--- src/rtl/core/gwl_pkg.sv ---
// G-code word lexer package: token and code types, character constants,
// power-of-ten table. No dependencies.
`timescale 1ns / 1ps

package gwl_pkg;

  localparam int FRAC_DIGITS_DEF = 3;
  localparam int QUEUE_DEPTH     = 2;

  localparam logic [7:0] CH_NUL    = 8'h00;
  localparam logic [7:0] CH_G      = 8'h47;
  localparam logic [7:0] CH_F      = 8'h46;
  localparam logic [7:0] CH_DOLLAR = 8'h24;
  localparam logic [7:0] CH_X      = 8'h58;
  localparam logic [7:0] CH_Y      = 8'h59;
  localparam logic [7:0] CH_Z      = 8'h5A;
  localparam logic [7:0] CH_M      = 8'h4D;
  localparam logic [7:0] CH_A      = 8'h41;
  localparam logic [7:0] CH_0      = 8'h30;
  localparam logic [7:0] CH_9      = 8'h39;
  localparam logic [7:0] CH_POINT  = 8'h2E;
  localparam logic [7:0] CH_MINUS  = 8'h2D;
  localparam logic [7:0] CH_PLUS   = 8'h2B;

  localparam int G_HOME = 28;

  localparam logic [31:0] MAG_CAP = 32'h8000_0000;
  localparam logic [31:0] POS_MAX = 32'h7FFF_FFFF;

  typedef enum logic [2:0] {
    LT_G      = 3'd0,
    LT_F      = 3'd1,
    LT_DOLLAR = 3'd2,
    LT_X      = 3'd3,
    LT_Y      = 3'd4,
    LT_Z      = 3'd5,
    LT_M      = 3'd6
  } letter_e;

  typedef enum logic [2:0] {
    PH_IDLE = 3'd0,
    PH_CMD  = 3'd1,
    PH_SIGN = 3'd2,
    PH_INT  = 3'd3,
    PH_FRAC = 3'd4,
    PH_SKIP = 3'd5
  } phase_e;

  // one classified character, front to back
  typedef struct packed {
    logic [7:0] ch;
    logic       is_end;
    logic       is_upper;
    logic       is_digit;
    logic       is_minus;
    logic       is_plus;
    logic       is_point;
    logic       starts_word;
    letter_e    letter;
    logic [3:0] digit;
  } tok_t;

  // powers of ten up to 10^6
  function automatic logic [19:0] gwl_pow10(input logic [3:0] n);
    logic [19:0] r;
    case (n)
      4'd0:    r = 20'd1;
      4'd1:    r = 20'd10;
      4'd2:    r = 20'd100;
      4'd3:    r = 20'd1000;
      4'd4:    r = 20'd10000;
      4'd5:    r = 20'd100000;
      4'd6:    r = 20'd1000000;
      default: r = 20'd0;
    endcase
    return r;
  endfunction

endpackage

--- src/rtl/core/gwl_front.sv ---
// Front end: accepts characters and classifies them into tokens.
// Depends on gwl_pkg.
`timescale 1ns / 1ps

module gwl_front (
  input  logic          s_valid_i,
  output logic          s_ready_o,
  input  logic [7:0]    ch_i,
  input  logic          q_full_i,
  output logic          q_push_o,
  output gwl_pkg::tok_t q_tok_o
);
  import gwl_pkg::*;

  assign s_ready_o = !q_full_i;
  assign q_push_o  = s_valid_i && !q_full_i;

  always_comb begin
    q_tok_o             = '0;
    q_tok_o.ch          = ch_i;
    q_tok_o.is_end      = (ch_i == CH_NUL);
    q_tok_o.is_upper    = (ch_i >= CH_A) && (ch_i <= CH_Z);
    q_tok_o.is_digit    = (ch_i >= CH_0) && (ch_i <= CH_9);
    q_tok_o.is_minus    = (ch_i == CH_MINUS);
    q_tok_o.is_plus     = (ch_i == CH_PLUS);
    q_tok_o.is_point    = (ch_i == CH_POINT);
    q_tok_o.digit       = 4'(ch_i - CH_0);
    q_tok_o.starts_word = 1'b1;
    case (ch_i)
      CH_G:      q_tok_o.letter = LT_G;
      CH_F:      q_tok_o.letter = LT_F;
      CH_DOLLAR: q_tok_o.letter = LT_DOLLAR;
      CH_X:      q_tok_o.letter = LT_X;
      CH_Y:      q_tok_o.letter = LT_Y;
      CH_Z:      q_tok_o.letter = LT_Z;
      CH_M:      q_tok_o.letter = LT_M;
      default: begin
        q_tok_o.letter      = LT_G;
        q_tok_o.starts_word = 1'b0;
      end
    endcase
  end

endmodule

--- src/rtl/core/gwl_tok_queue.sv ---
// Short token queue between front and back ends.
// Depends on gwl_pkg.
`timescale 1ns / 1ps

module gwl_tok_queue (
  input  logic          clk_i,
  input  logic          rst_ni,
  input  logic          push_i,
  input  gwl_pkg::tok_t tok_i,
  input  logic          pop_i,
  output gwl_pkg::tok_t tok_o,
  output logic          full_o,
  output logic          empty_o
);
  import gwl_pkg::*;

  localparam int PW = (QUEUE_DEPTH > 1) ? $clog2(QUEUE_DEPTH) : 1;
  localparam int CW = $clog2(QUEUE_DEPTH + 1);

  tok_t          slot_q [QUEUE_DEPTH];
  logic [PW-1:0] wr_q, wr_d, rd_q, rd_d;
  logic [CW-1:0] cnt_q, cnt_d;

  assign full_o  = (cnt_q == CW'(QUEUE_DEPTH));
  assign empty_o = (cnt_q == '0);
  assign tok_o   = slot_q[rd_q];

  always_comb begin
    wr_d  = wr_q;
    rd_d  = rd_q;
    cnt_d = cnt_q;
    if (push_i) begin
      wr_d = (wr_q == PW'(QUEUE_DEPTH - 1)) ? '0 : wr_q + 1'b1;
    end
    if (pop_i) begin
      rd_d = (rd_q == PW'(QUEUE_DEPTH - 1)) ? '0 : rd_q + 1'b1;
    end
    if (push_i && !pop_i) begin
      cnt_d = cnt_q + 1'b1;
    end else if (pop_i && !push_i) begin
      cnt_d = cnt_q - 1'b1;
    end
  end

  always_ff @(posedge clk_i or negedge rst_ni) begin
    if (!rst_ni) begin
      wr_q  <= '0;
      rd_q  <= '0;
      cnt_q <= '0;
    end else begin
      wr_q  <= wr_d;
      rd_q  <= rd_d;
      cnt_q <= cnt_d;
    end
  end

  always_ff @(posedge clk_i) begin
    if (push_i) begin
      slot_q[wr_q] <= tok_i;
    end
  end

  a_no_overflow: assert property (@(posedge clk_i) disable iff (!rst_ni)
    push_i |-> !full_o) else $error("token queue push while full");
  a_no_underflow: assert property (@(posedge clk_i) disable iff (!rst_ni)
    pop_i |-> !empty_o) else $error("token queue pop while empty");
  a_count_step: assert property (@(posedge clk_i) disable iff (!rst_ni)
    (push_i && !pop_i) |=> (cnt_q == $past(cnt_q) + 1'b1))
    else $error("token queue count did not advance");

endmodule

--- src/rtl/core/gwl_back.sv ---
// Back end: word scanner with value accumulation, motion tracking and
// the result register. Depends on gwl_pkg.
`timescale 1ns / 1ps

module gwl_back #(
  parameter int FRAC_DIGITS = gwl_pkg::FRAC_DIGITS_DEF
) (
  input  logic          clk_i,
  input  logic          rst_ni,
  input  logic          q_empty_i,
  input  gwl_pkg::tok_t q_tok_i,
  output logic          q_pop_o,
  output logic          m_valid_o,
  input  logic          m_ready_i,
  output logic          word_valid_o,
  output logic [2:0]    word_letter_o,
  output logic [7:0]    cmd_char_o,
  output logic [31:0]   value_milli_o,
  output logic          line_end_o,
  output logic          line_moves_o
);
  import gwl_pkg::*;

  localparam int          FW     = $clog2(FRAC_DIGITS + 1);
  localparam logic [19:0] SCALE  = gwl_pow10(4'(FRAC_DIGITS));
  localparam logic [31:0] G28_LO = 32'(G_HOME * SCALE);
  localparam logic [31:0] G28_HI = 32'((G_HOME + 1) * SCALE);

  phase_e        ph_q, ph_d;
  letter_e       let_q, let_d;
  logic [7:0]    cmd_q, cmd_d;
  logic [31:0]   acc_q, acc_d;
  logic          neg_q, neg_d;
  logic [FW-1:0] frac_q, frac_d;
  logic          mot_q, mot_d;

  logic          out_vld_q;
  logic          wv_q, le_q, lm_q;
  logic [2:0]    wl_q;
  logic [7:0]    wc_q;
  logic [31:0]   wval_q;

  logic          pop, in_word, word_done, has_res, word_motion;
  logic [31:0]   word_val, int_acc, frac_acc;
  logic [35:0]   int_sum, frac_sum;
  logic [23:0]   frac_add;
  logic          r_wv, r_le, r_lm;
  logic [2:0]    r_wl;
  logic [7:0]    r_wc;
  logic [31:0]   r_val;

  // advance when the result register is free or being drained
  assign pop     = !q_empty_i && (!out_vld_q || m_ready_i);
  assign q_pop_o = pop;

  assign in_word   = (ph_q == PH_SIGN) || (ph_q == PH_INT) ||
                     (ph_q == PH_FRAC) || (ph_q == PH_SKIP);
  assign word_done = pop && ((in_word && (q_tok_i.is_end || q_tok_i.is_upper)) ||
                             (ph_q == PH_CMD && q_tok_i.is_end));
  assign has_res   = word_done || (pop && q_tok_i.is_end);

  assign int_sum  = ({4'b0, acc_q} << 3) + ({4'b0, acc_q} << 1) +
                    (36'(q_tok_i.digit) * 36'(SCALE));
  assign frac_add = q_tok_i.digit * gwl_pow10(4'(FRAC_DIGITS - 1) - 4'(frac_q));
  assign frac_sum = {4'b0, acc_q} + 36'(frac_add);
  assign int_acc  = (int_sum  > 36'(MAG_CAP)) ? MAG_CAP : int_sum[31:0];
  assign frac_acc = (frac_sum > 36'(MAG_CAP)) ? MAG_CAP : frac_sum[31:0];

  assign word_val    = neg_q ? (32'd0 - acc_q) : (acc_q[31] ? POS_MAX : acc_q);
  assign word_motion = (let_q == LT_X) || (let_q == LT_Y) || (let_q == LT_Z) ||
                       ((let_q == LT_G) && !neg_q && (acc_q >= G28_LO) &&
                        (acc_q < G28_HI));

  // result of the current token
  always_comb begin
    r_wv  = word_done;
    r_wl  = word_done ? let_q : 3'd0;
    r_wc  = word_done ? cmd_q : 8'd0;
    r_val = word_done ? word_val : 32'd0;
    r_le  = q_tok_i.is_end;
    r_lm  = q_tok_i.is_end && (mot_q || (word_done && word_motion));
  end

  // scanner next state
  always_comb begin
    logic go_idle;
    go_idle = 1'b0;
    ph_d    = ph_q;
    let_d   = let_q;
    cmd_d   = cmd_q;
    acc_d   = acc_q;
    neg_d   = neg_q;
    frac_d  = frac_q;
    mot_d   = mot_q;
    if (pop) begin
      case (ph_q)
        PH_SIGN, PH_INT, PH_FRAC, PH_SKIP: begin
          if (q_tok_i.is_end || q_tok_i.is_upper) begin
            if (word_motion) mot_d = 1'b1;
            go_idle = 1'b1;
          end else begin
            case (ph_q)
              PH_SIGN: begin
                if (q_tok_i.is_minus) begin
                  neg_d = 1'b1;
                  ph_d  = PH_INT;
                end else if (q_tok_i.is_plus) begin
                  ph_d = PH_INT;
                end else if (q_tok_i.is_point) begin
                  ph_d = PH_FRAC;
                end else if (q_tok_i.is_digit) begin
                  acc_d = int_acc;
                  ph_d  = PH_INT;
                end else begin
                  ph_d = PH_SKIP;
                end
              end
              PH_INT: begin
                if (q_tok_i.is_digit) acc_d = int_acc;
                else if (q_tok_i.is_point) ph_d = PH_FRAC;
                else ph_d = PH_SKIP;
              end
              PH_FRAC: begin
                if (q_tok_i.is_digit) begin
                  if (frac_q < FW'(FRAC_DIGITS)) begin
                    acc_d  = frac_acc;
                    frac_d = frac_q + 1'b1;
                  end
                end else begin
                  ph_d = PH_SKIP;
                end
              end
              default: ph_d = PH_SKIP;
            endcase
          end
        end
        PH_CMD: begin
          if (q_tok_i.is_end) begin
            go_idle = 1'b1;
          end else begin
            cmd_d = q_tok_i.ch;
            ph_d  = PH_SIGN;
          end
        end
        default: go_idle = 1'b1;
      endcase

      if (go_idle) begin
        if (q_tok_i.is_end) begin
          ph_d   = PH_IDLE;
          let_d  = LT_G;
          cmd_d  = '0;
          acc_d  = '0;
          neg_d  = 1'b0;
          frac_d = '0;
          mot_d  = 1'b0;
        end else if (q_tok_i.starts_word) begin
          let_d  = q_tok_i.letter;
          cmd_d  = '0;
          acc_d  = '0;
          neg_d  = 1'b0;
          frac_d = '0;
          ph_d   = (q_tok_i.letter == LT_DOLLAR) ? PH_CMD : PH_SIGN;
        end else begin
          ph_d = PH_IDLE;
        end
      end
    end
  end

  always_ff @(posedge clk_i or negedge rst_ni) begin
    if (!rst_ni) begin
      ph_q      <= PH_IDLE;
      let_q     <= LT_G;
      cmd_q     <= '0;
      acc_q     <= '0;
      neg_q     <= 1'b0;
      frac_q    <= '0;
      mot_q     <= 1'b0;
      out_vld_q <= 1'b0;
    end else begin
      ph_q   <= ph_d;
      let_q  <= let_d;
      cmd_q  <= cmd_d;
      acc_q  <= acc_d;
      neg_q  <= neg_d;
      frac_q <= frac_d;
      mot_q  <= mot_d;
      if (pop && has_res) begin
        out_vld_q <= 1'b1;
      end else if (m_ready_i) begin
        out_vld_q <= 1'b0;
      end
    end
  end

  always_ff @(posedge clk_i) begin
    if (pop && has_res) begin
      wv_q   <= r_wv;
      wl_q   <= r_wl;
      wc_q   <= r_wc;
      wval_q <= r_val;
      le_q   <= r_le;
      lm_q   <= r_lm;
    end
  end

  assign m_valid_o     = out_vld_q;
  assign word_valid_o  = wv_q;
  assign word_letter_o = wl_q;
  assign cmd_char_o    = wc_q;
  assign value_milli_o = wval_q;
  assign line_end_o    = le_q;
  assign line_moves_o  = lm_q;

  a_result_has_cause: assert property (@(posedge clk_i) disable iff (!rst_ni)
    (m_valid_o && !line_end_o) |-> word_valid_o)
    else $error("result without word or line end");
  a_line_end_clears: assert property (@(posedge clk_i) disable iff (!rst_ni)
    (pop && q_tok_i.is_end) |=> (ph_q == PH_IDLE && !mot_q && acc_q == '0))
    else $error("state not cleared after line end");
  a_hold_on_stall: assert property (@(posedge clk_i) disable iff (!rst_ni)
    (out_vld_q && !m_ready_i) |-> !pop)
    else $error("token consumed while result stalled");
  a_moves_only_on_end: assert property (@(posedge clk_i) disable iff (!rst_ni)
    (m_valid_o && line_moves_o) |-> line_end_o)
    else $error("motion flag outside line end");

endmodule

--- src/rtl/core/gcode_word_lexer_core.sv ---
// G-code word lexer top level: front classifier, token queue, back scanner.
// Depends on gwl_pkg, gwl_front, gwl_tok_queue, gwl_back.
`timescale 1ns / 1ps

// Lexes a G-code line one character per cycle when neither side stalls. Send
// ASCII characters on the slave stream, ending each line with the byte 0. Words
// start at G, F, $, X, Y, Z or M (anything else outside a word is dropped);
// after '$' the next character is the command character. The number after the
// letter is an optional sign, integer digits and, after a point, fraction
// digits; extra fraction digits are truncated, and anything else ends the
// number and the rest of the word is skipped up to the next upper-case letter
// or the line end. A word is emitted when its terminator arrives, as a letter
// code and a value scaled by 10^FRAC_DIGITS (thousandths by default),
// saturated to 32 bits. The line end gives a result with tlast high and a
// motion flag (X, Y or Z word, or G28); a word closed by the line end shares
// that result. Throughput is one character per clock when neither side stalls,
// with the back end's multiply-add on the accumulator combinational; a result
// is presented once its character has been written into the token queue and
// the back end has then loaded the result register. The slave side keeps
// accepting while a result waits on the master side, until the two-entry token queue fills.
module gcode_word_lexer_core #(
  parameter int FRAC_DIGITS = gwl_pkg::FRAC_DIGITS_DEF
) (
  input  logic        clk_i,
  input  logic        rst_ni,
  input  logic        s_axis_tvalid,
  output logic        s_axis_tready,
  input  logic [7:0]  s_axis_tdata,   // [7:0] ch
  output logic        m_axis_tvalid,
  input  logic        m_axis_tready,
  // [0] word_valid, [3:1] word_letter, [11:4] cmd_char, [43:12] value_milli,
  // [44] line_moves, [47:45] zero
  output logic [47:0] m_axis_tdata,
  output logic        m_axis_tlast    // line_end
);
  import gwl_pkg::*;

  tok_t        push_tok, pop_tok;
  logic        q_push, q_pop, q_full, q_empty;
  logic        word_valid, line_end, line_moves;
  logic [2:0]  word_letter;
  logic [7:0]  cmd_char;
  logic [31:0] value_milli;

  // classify and hand each character to the queue
  gwl_front u_front (
    .s_valid_i (s_axis_tvalid),
    .s_ready_o (s_axis_tready),
    .ch_i      (s_axis_tdata),
    .q_full_i  (q_full),
    .q_push_o  (q_push),
    .q_tok_o   (push_tok)
  );

  // decouple the two sides so each can stall alone
  gwl_tok_queue u_queue (
    .clk_i   (clk_i),
    .rst_ni  (rst_ni),
    .push_i  (q_push),
    .tok_i   (push_tok),
    .pop_i   (q_pop),
    .tok_o   (pop_tok),
    .full_o  (q_full),
    .empty_o (q_empty)
  );

  // scan words, accumulate values, hold the result register
  gwl_back #(
    .FRAC_DIGITS (FRAC_DIGITS)
  ) u_back (
    .clk_i         (clk_i),
    .rst_ni        (rst_ni),
    .q_empty_i     (q_empty),
    .q_tok_i       (pop_tok),
    .q_pop_o       (q_pop),
    .m_valid_o     (m_axis_tvalid),
    .m_ready_i     (m_axis_tready),
    .word_valid_o  (word_valid),
    .word_letter_o (word_letter),
    .cmd_char_o    (cmd_char),
    .value_milli_o (value_milli),
    .line_end_o    (line_end),
    .line_moves_o  (line_moves)
  );

  assign m_axis_tdata = {3'b000, line_moves, value_milli, cmd_char, word_letter, word_valid};
  assign m_axis_tlast = line_end;

endmodule

--- config.mk ---
export PLATFORM = sky130hd
export DESIGN_NAME = gcode_word_lexer_core
export DESIGN_NICKNAME = d
export VERILOG_FILES = /design/src/rtl/core/gwl_pkg.sv /design/src/rtl/core/gwl_front.sv /design/src/rtl/core/gwl_tok_queue.sv /design/src/rtl/core/gwl_back.sv /design/src/rtl/core/gcode_word_lexer_core.sv
export SDC_FILE = /design/constraint.sdc
export NUM_CORES = 1
export LEC_CHECK = 0
export ABC_CLOCK_PERIOD_IN_PS = 8130
export BUFFER_PORTS_ARGS = -buffer_cell sky130_fd_sc_hd__buf_4
export CAP_MARGIN = 15
export CORE_MARGIN = 2
export CORE_UTILIZATION = 57
export DETAILED_ROUTE_END_ITERATION = 10
export HOLD_SLACK_MARGIN = 0.15
export PLACE_DENSITY = 0.86
export SETUP_SLACK_MARGIN = 0.05
export SYNTH_ARGS = -nofsm -noshare
export SYNTH_HDL_FRONTEND = slang
export SYNTH_SLANG_ARGS = --single-unit
export TNS_END_PERCENT = 1
--- constraint.sdc ---
create_clock -name clk_i -period 8.13 [get_ports clk_i]
set_input_delay 1.626 -clock clk_i [delete_from_list [all_inputs] [get_ports clk_i]]
set_output_delay 1.626 -clock clk_i [all_outputs]
set_load 0.01 [all_outputs]
# Word level (Yosys, flattened, before mapping)
# Memory sizes are Yosys's and may differ from the RTL's.
# Index checks and enable logic that the tools add are counted.
dict set report word_totals {
  latchBits 0
  ram_bits 44
  rom_bits 0
  inputBits 12
  wordCells 188
  reg_bits 101
  mem_count 1
}
# name depth word_bits read_ports rd_clocked_by_memory_dff write_ports line
set memory_table {}
lappend memory_table {u_queue.slot_q 2 22 1 0 1 gwl_tok_queue.sv:20} ;# tok_t slot_q [QUEUE_DEPTH];
dict set report classes {
  multipliers 2
  n_reduce_logical 45
  add_sub_neg 11
  bitwise_logic 0
  div 0
  shifts 0
  n_eq_ne 30
  n_mux 73
  order_cmp 9
}
# cell count
set ops {}
lappend ops {{32-bit two-way mux} 14}
lappend ops {{20-bit one-hot mux with 7 select lines} 1}
lappend ops {{32-bit one-hot mux with 3 select lines} 1}
lappend ops {{36-bit by 32-bit greater-than comparator with 1-bit output, second input constant} 2}
lappend ops {{8-bit by 7-bit == test with 1-bit output, second input constant} 6}
lappend ops {{8-bit two-way mux} 5}
lappend ops {{3-bit two-way mux} 13}
lappend ops {{35-bit by 33-bit adder with 36-bit output} 1}
lappend ops {{36-bit by 14-bit adder with 36-bit output} 1}
lappend ops {{32-bit by 24-bit adder with 33-bit output} 1}
lappend ops {{8-bit by 6-bit == test with 1-bit output, second input constant} 4}
lappend ops {{32-bit by 15-bit >= comparator with 1-bit output, second input constant} 1}
lappend ops {{32-bit by 15-bit less-than comparator with 1-bit output, second input constant} 1}
lappend ops {{1-bit by 32-bit subtractor with 32-bit output, first input constant} 1}
lappend ops {{31-bit two-way mux} 1}
lappend ops {{4-bit by 20-bit multiplier with 24-bit output} 1}
lappend ops {{1-bit two-way mux} 23}
lappend ops {{2-bit two-way mux} 11}
lappend ops {{3-bit one-hot mux with 6 select lines} 1}
lappend ops {{1-bit logical AND} 16}
lappend ops {{3-bit by 2-bit == test with 1-bit output, second input constant} 4}
lappend ops {{3-bit == test, second input constant} 4}
lappend ops {{4-bit by 3-bit == test with 1-bit output, second input constant} 3}
lappend ops {{1-bit logical OR} 11}
lappend ops {{31 further kinds} 43}

# Longest topological paths before layout
dict set report logic_depth {
  ltp_word 15
  ltp_mapped 33
}

# By module
# A second synthesis with hierarchy kept.
dict set report hier_totals {
  hier_cells 1594
  hier_area_um2 13847.0
}
# module instances seq_area_each_um2 cells_each area_each_um2
set modules_own_cells {}
lappend modules_own_cells {gwl_back 1 2657.5 1445 11606.1}
lappend modules_own_cells {gwl_tok_queue 1 1421.4 84 1778.0}
lappend modules_own_cells {gwl_front 1 0.0 59 421.7}
lappend modules_own_cells {gcode_word_lexer_core 1 0.0 6 41.3}

# Worst setup path after synthesis
# OpenSTA, ideal clock, no wires.
dict set report synth_timing {
  path_type {flip-flop to flip-flop}
  start {register u_queue.rd_q}
  end {register u_back.acc_q[24]}
  synth_period_minus_slack_ps 8324
  path_slack_ps -194
  path_stages_with_launch 32
  required_time_ps 8043
  arrival_time_ps 8237
  path_buffers 3
  cell_sequence {dfrtp_1 -> clkbuf_1 -> buf_1 -> clkbuf_1 -> mux2i_1 -> inv_1 -> fa_1 -> inv_1 -> fa_1 -> inv_1 -> ha_1 -> a21oi_1 -> inv_1 -> a21oi_1 -> o21bai_1 -> a22o_1 -> a21oi_1 -> xor2_1 -> fa_1 -> inv_1 -> ha_1 -> inv_1 -> nor2_1 -> a41oi_4 -> a2111oi_2 -> o21ai_0 -> a211o_1 -> or4_1 -> o41a_1 -> or3_4 -> or4_1 -> o211ai_1}
}
dict set report synth_between {
  elab_chain_cells 15
  word_cells_on_any_way 26
  cone_classes {2 x add/sub; 2 x mul; 2 x order compare; 18 x mux; 1 x reduce/logical; 1 x memory}
}
# item line
set synth_lines {}
lappend synth_lines {{start, declared} gwl_tok_queue.sv:21} ;# logic [PW-1:0] wr_q, wr_d, rd_q, rd_d;
lappend synth_lines {{start signal, assigned} gwl_tok_queue.sv:52} ;# rd_q <= rd_d;
lappend synth_lines {{memory read 2 x 22 bit *} --}
lappend synth_lines {{branches (longest 13 deep; another with 36-bit by 32-bit greater-than comparator with 1-bit output)} --}
lappend synth_lines {{32-bit two-way mux *} gwl_back.sv:148} ;# if (go_idle) begin
lappend synth_lines {{end signal, assigned} gwl_back.sv:176} ;# acc_q <= '0;
lappend synth_lines {{end signal, assigned} gwl_back.sv:185} ;# acc_q <= acc_d;
lappend synth_lines {{end, declared} gwl_back.sv:32} ;# logic [31:0] acc_q, acc_d;
# Every way passes the cells marked *. The select of a mux whose other input is x is not followed.
# A chain may end at the register's enable or synchronous reset.

# Final worst setup path
dict set report layout_timing {
  start {register u_queue.rd_q}
  end {register u_back.acc_q[29]}
}
# The elaborated chain is that of the path after synthesis.

==> results_dict.tcl <==
set metrics [dict create \
    outcome "completed" \
    ys_async_sr_fraction 0.401 \
    grt_pass1_vias 11600 \
    fmax_mhz 128 \
    grt_max_degree 56 \
    rsz0062_at_grt "no" \
    ant_nets 0 \
    place_hpwl_mm 31.8 \
    final_layout_size_suffix_gt1_frac 0.106 \
    place.gp.congestion 0.999 \
    hold_path_class "flip-flop to flip-flop" \
    cp_slowest_stage_delay_ns 0.84 \
    grt_use_total 0.357 \
    cts_inserted_buffers 17 \
    insertion_delay_ns 0.44 \
    yosys.area.top_type "edfxtp_1" \
    wl_per_cell_um 23.8 \
    n_fill_cell 1761 \
    critPathMaxFanout 10 \
    io_pins 63 \
    antenna_found_initial 0 \
    coreArea_mm2 0.0217 \
    rows 54 \
    synth_top_area_frac 0.197 \
    dieArea_mm2 0.0231 \
    hold_depth 1 \
    port_buffers 59 \
    vias 12100 \
    drc_errors 0 \
    fin_setup_tns_ns 0 \
    cts_max_path_buffers 2 \
    routed_via_density 6.81 \
    crit_path_frequent_cell "inv_1" \
    drt_first_pass_iters 7 \
    p_leak_nw 6.02 \
    avgSynthCellArea_um2 8.71 \
    clkTransAtPathRegs_ns 0.07 \
    area_growth_syn_to_layout_pct 11.6 \
    cts.sinks 137 \
    initial_utilization 0.576 \
    die_h_um 152 \
    setup_viol 0 \
    wl_mm 42.3 \
    cts_tree "done" \
    seq_area_frac_synth 0.307 \
    relSlewSlack 0.308 \
    regToRegSetupSlack_ns 0.29 \
    crit_slowest_cell "nor2_1" \
    num-nets-final 1634 \
    skew_ns 0.0138 \
    yosys_warnings 0 \
    synth_cell_types 82 \
    tightest_slew_ns 1.03 \
    r2r_cells 29 \
    critPathArrivalTime_ns 8.19 \
    synth-main-ff-cell "edfxtp_1" \
    dpl_cell_area_mm2 0.0132 \
    p_per_area_mw_per_mm2 405 \
    htreeDepth 4 \
    syn_inst 1435 \
    ys_ff_latch 137 \
    drt-initial-drc-count 1674 \
    crit_path_end_kind "flip-flop" \
    hold_viol_final 0 \
    dieWidth_um 152 \
    fin_crit_ns 7.84 \
    synth.area.top_cells "edfxtp_1 20%, dfrtp_1 11%, ha_1 9.5%, fa_1 6.9%, a21oi_1 4.3%" \
    overflow 0 \
    worstPathRequired_ns 8.48 \
    final_cell_area_mm2 0.0140 \
    grt_pass1_wl_mm 64.6 \
    synth_enable_flop_cells 82 \
    synth_area_mm2 0.0125 \
    cp-start-kind "flip-flop" \
    period_share 0.965 \
    drv_slew 0 \
    cts-root-buf "clkbuf_16" \
    cap_violations 0 \
    max-vdd-ir-drop_v 0.000298 \
    path_class "flip-flop to flip-flop" \
]
cell type report:
type	instances	area (um^2)	area share
Clock inverter	15	180	0.0129
Inverter	110	413	0.0296
Multi-Input combinational cell	1135	8110	0.582
Sequential cell	137	3840	0.275
Timing Repair Buffer	83	627	0.0449
Clock buffer	17	425	0.0305
Antenna cell	1	2.50	0.000179
Tap cell	280	350	0.0251
cells in the final DEF (no fill, tap or decap), types with 9 or more instances in the layout:
cell	count
nand4_1	25
nand2b_1	11
mux2i_1	17
dfrtp_1	54
o21a_1	11
nor4_1	16
and3_1	22
nand2_1	133
o211ai_1	26
buf_4	82
o21ai_0	86
clkbuf_16	17
xor2_1	26
o22ai_1	9
edfxtp_1	82
a22oi_1	15
nand3_1	28
nor2_1	106
and2_1	22
o21bai_1	9
a21o_1	20
ha_1	94
or3_1	9
fa_1	42
a211oi_1	24
nor3b_1	10
inv_1	104
o31ai_1	13
conb_1	21
a31oi_1	22
nor3_1	38
xnor2_1	37
a21oi_1	103
timing repair:
action	CTS	global route
hold buffers	0	0
setup buffers	0	6
resized for setup	0	25
endpoints found under the setup margin	0	29
routing by layer:
layer / vias to the layer above / wire length [um] / track usage
met5: - / 0 / 0
met4: 0 / 2470 / 0.181
met3: 190 / 4070 / 0.0756
met2: 795 / 19500 / 0.577
met1: 5762 / 16300 / 0.454
li1: 5356 / - / -
state kept, by name (all words and copies together) (netlist names), 2 cells and up:
| name | count |
|---|---|
| u_queue.slot_q | 36 |
| u_back.acc_q | 32 |
| u_back.value_milli_o | 32 |
| u_back.cmd_char_o | 8 |
| u_back.cmd_q | 8 |
| u_back.let_q | 3 |
| u_back.ph_q | 3 |
| u_back.word_letter_o | 3 |
| u_back.frac_q | 2 |
| u_queue.cnt_q | 2 |
synthesized netlist by cell type (13+ instances only):
| master | instances |
|---|---|
| o21ai_0 | 90 |
| nor2_1 | 109 |
| o31ai_1 | 13 |
| and2_1 | 22 |
| nand4_1 | 25 |
| xnor2_1 | 37 |
| and3_1 | 22 |
| clkbuf_1 | 63 |
| ha_1 | 95 |
| a21oi_1 | 107 |
| dfrtp_1 | 55 |
| nor3_1 | 38 |
| nand3_1 | 28 |
| mux2i_1 | 20 |
| inv_1 | 108 |
| xor2_1 | 27 |
| a211oi_1 | 25 |
| edfxtp_1 | 82 |
| fa_1 | 43 |
| a21o_1 | 20 |
| nand2_1 | 133 |
| a31oi_1 | 22 |
| nor4_1 | 17 |
| o211ai_1 | 26 |
| a22oi_1 | 15 |
stage by stage:
| step | setup slack, ns | util | total power [mW] | std cells | hold WS (ns) |
|---|---|---|---|---|---|
| detailed placement | 0.112 | 0.610 | 4.62 | 1739 | 0.484 |
| global placement | 0.402 | 0.609 | 4.47 | 1738 | 0.477 |
| floorplan | 0.119 | - | 3.52 | 1454 | 0.461 |
| CTS | 0.0640 | 0.638 | 5.42 | 1771 | 0.494 |
| global route | 0.0229 | 0.643 | 5.97 | 1777 | 0.521 |
| finish | 0.287 | 0.643 | 5.65 | 1778 | 0.490 |
final timing paths:
kind	start	endpoint
hold reg to reg	u_queue.wr_q	u_queue.wr_q
min in group asynchronous	rst_ni	u_back.let_q[0]
hold / removal	u_queue.wr_q	u_queue.wr_q
setup reg to reg	u_queue.rd_q	u_back.acc_q[29]
setup / recovery	u_queue.rd_q	u_back.acc_q[29]
max in group asynchronous	rst_ni	u_queue.rd_q
critical path: cells and delay by family (launching register included):
family | cells | cell delay (ns)
AOI/OAI and AO/OA | 12 | 2.56
adders and majority gates | 5 | 2.36
and+or+nand+nor | 3 | 1.24
buffers and inverters | 6 | 0.56
DFF | 1 | 0.44
muxes | 1 | 0.28
xor gates and xnor gates | 2 | 0.27
report_power, final:
| group | internal, mW | total [mW] | switching (mW) |
|---|---|---|---|
| clock | 0.440 | 0.800 | 0.359 |
| sequential | 0.978 | 1.10 | 0.118 |
| combinational | 1.31 | 3.75 | 2.44 |
| total | 2.73 | 5.65 | 2.92 |
kinds of logic after synthesis:
family / count (synthesis) / share of synthesized area
buffers and inverters: 182 / 0.0564
xor gates and xnor gates: 64 / 0.0448
muxes: 25 / 0.0205
AOI/OAI and AO/OA: 420 / 0.221
adders and majority gates: 138 / 0.164
DFF: 137 / 0.307
other: 2 / 0.000601
and+or+nand+nor: 467 / 0.186
Note: power is estimated with default switching activity, not from simulation.
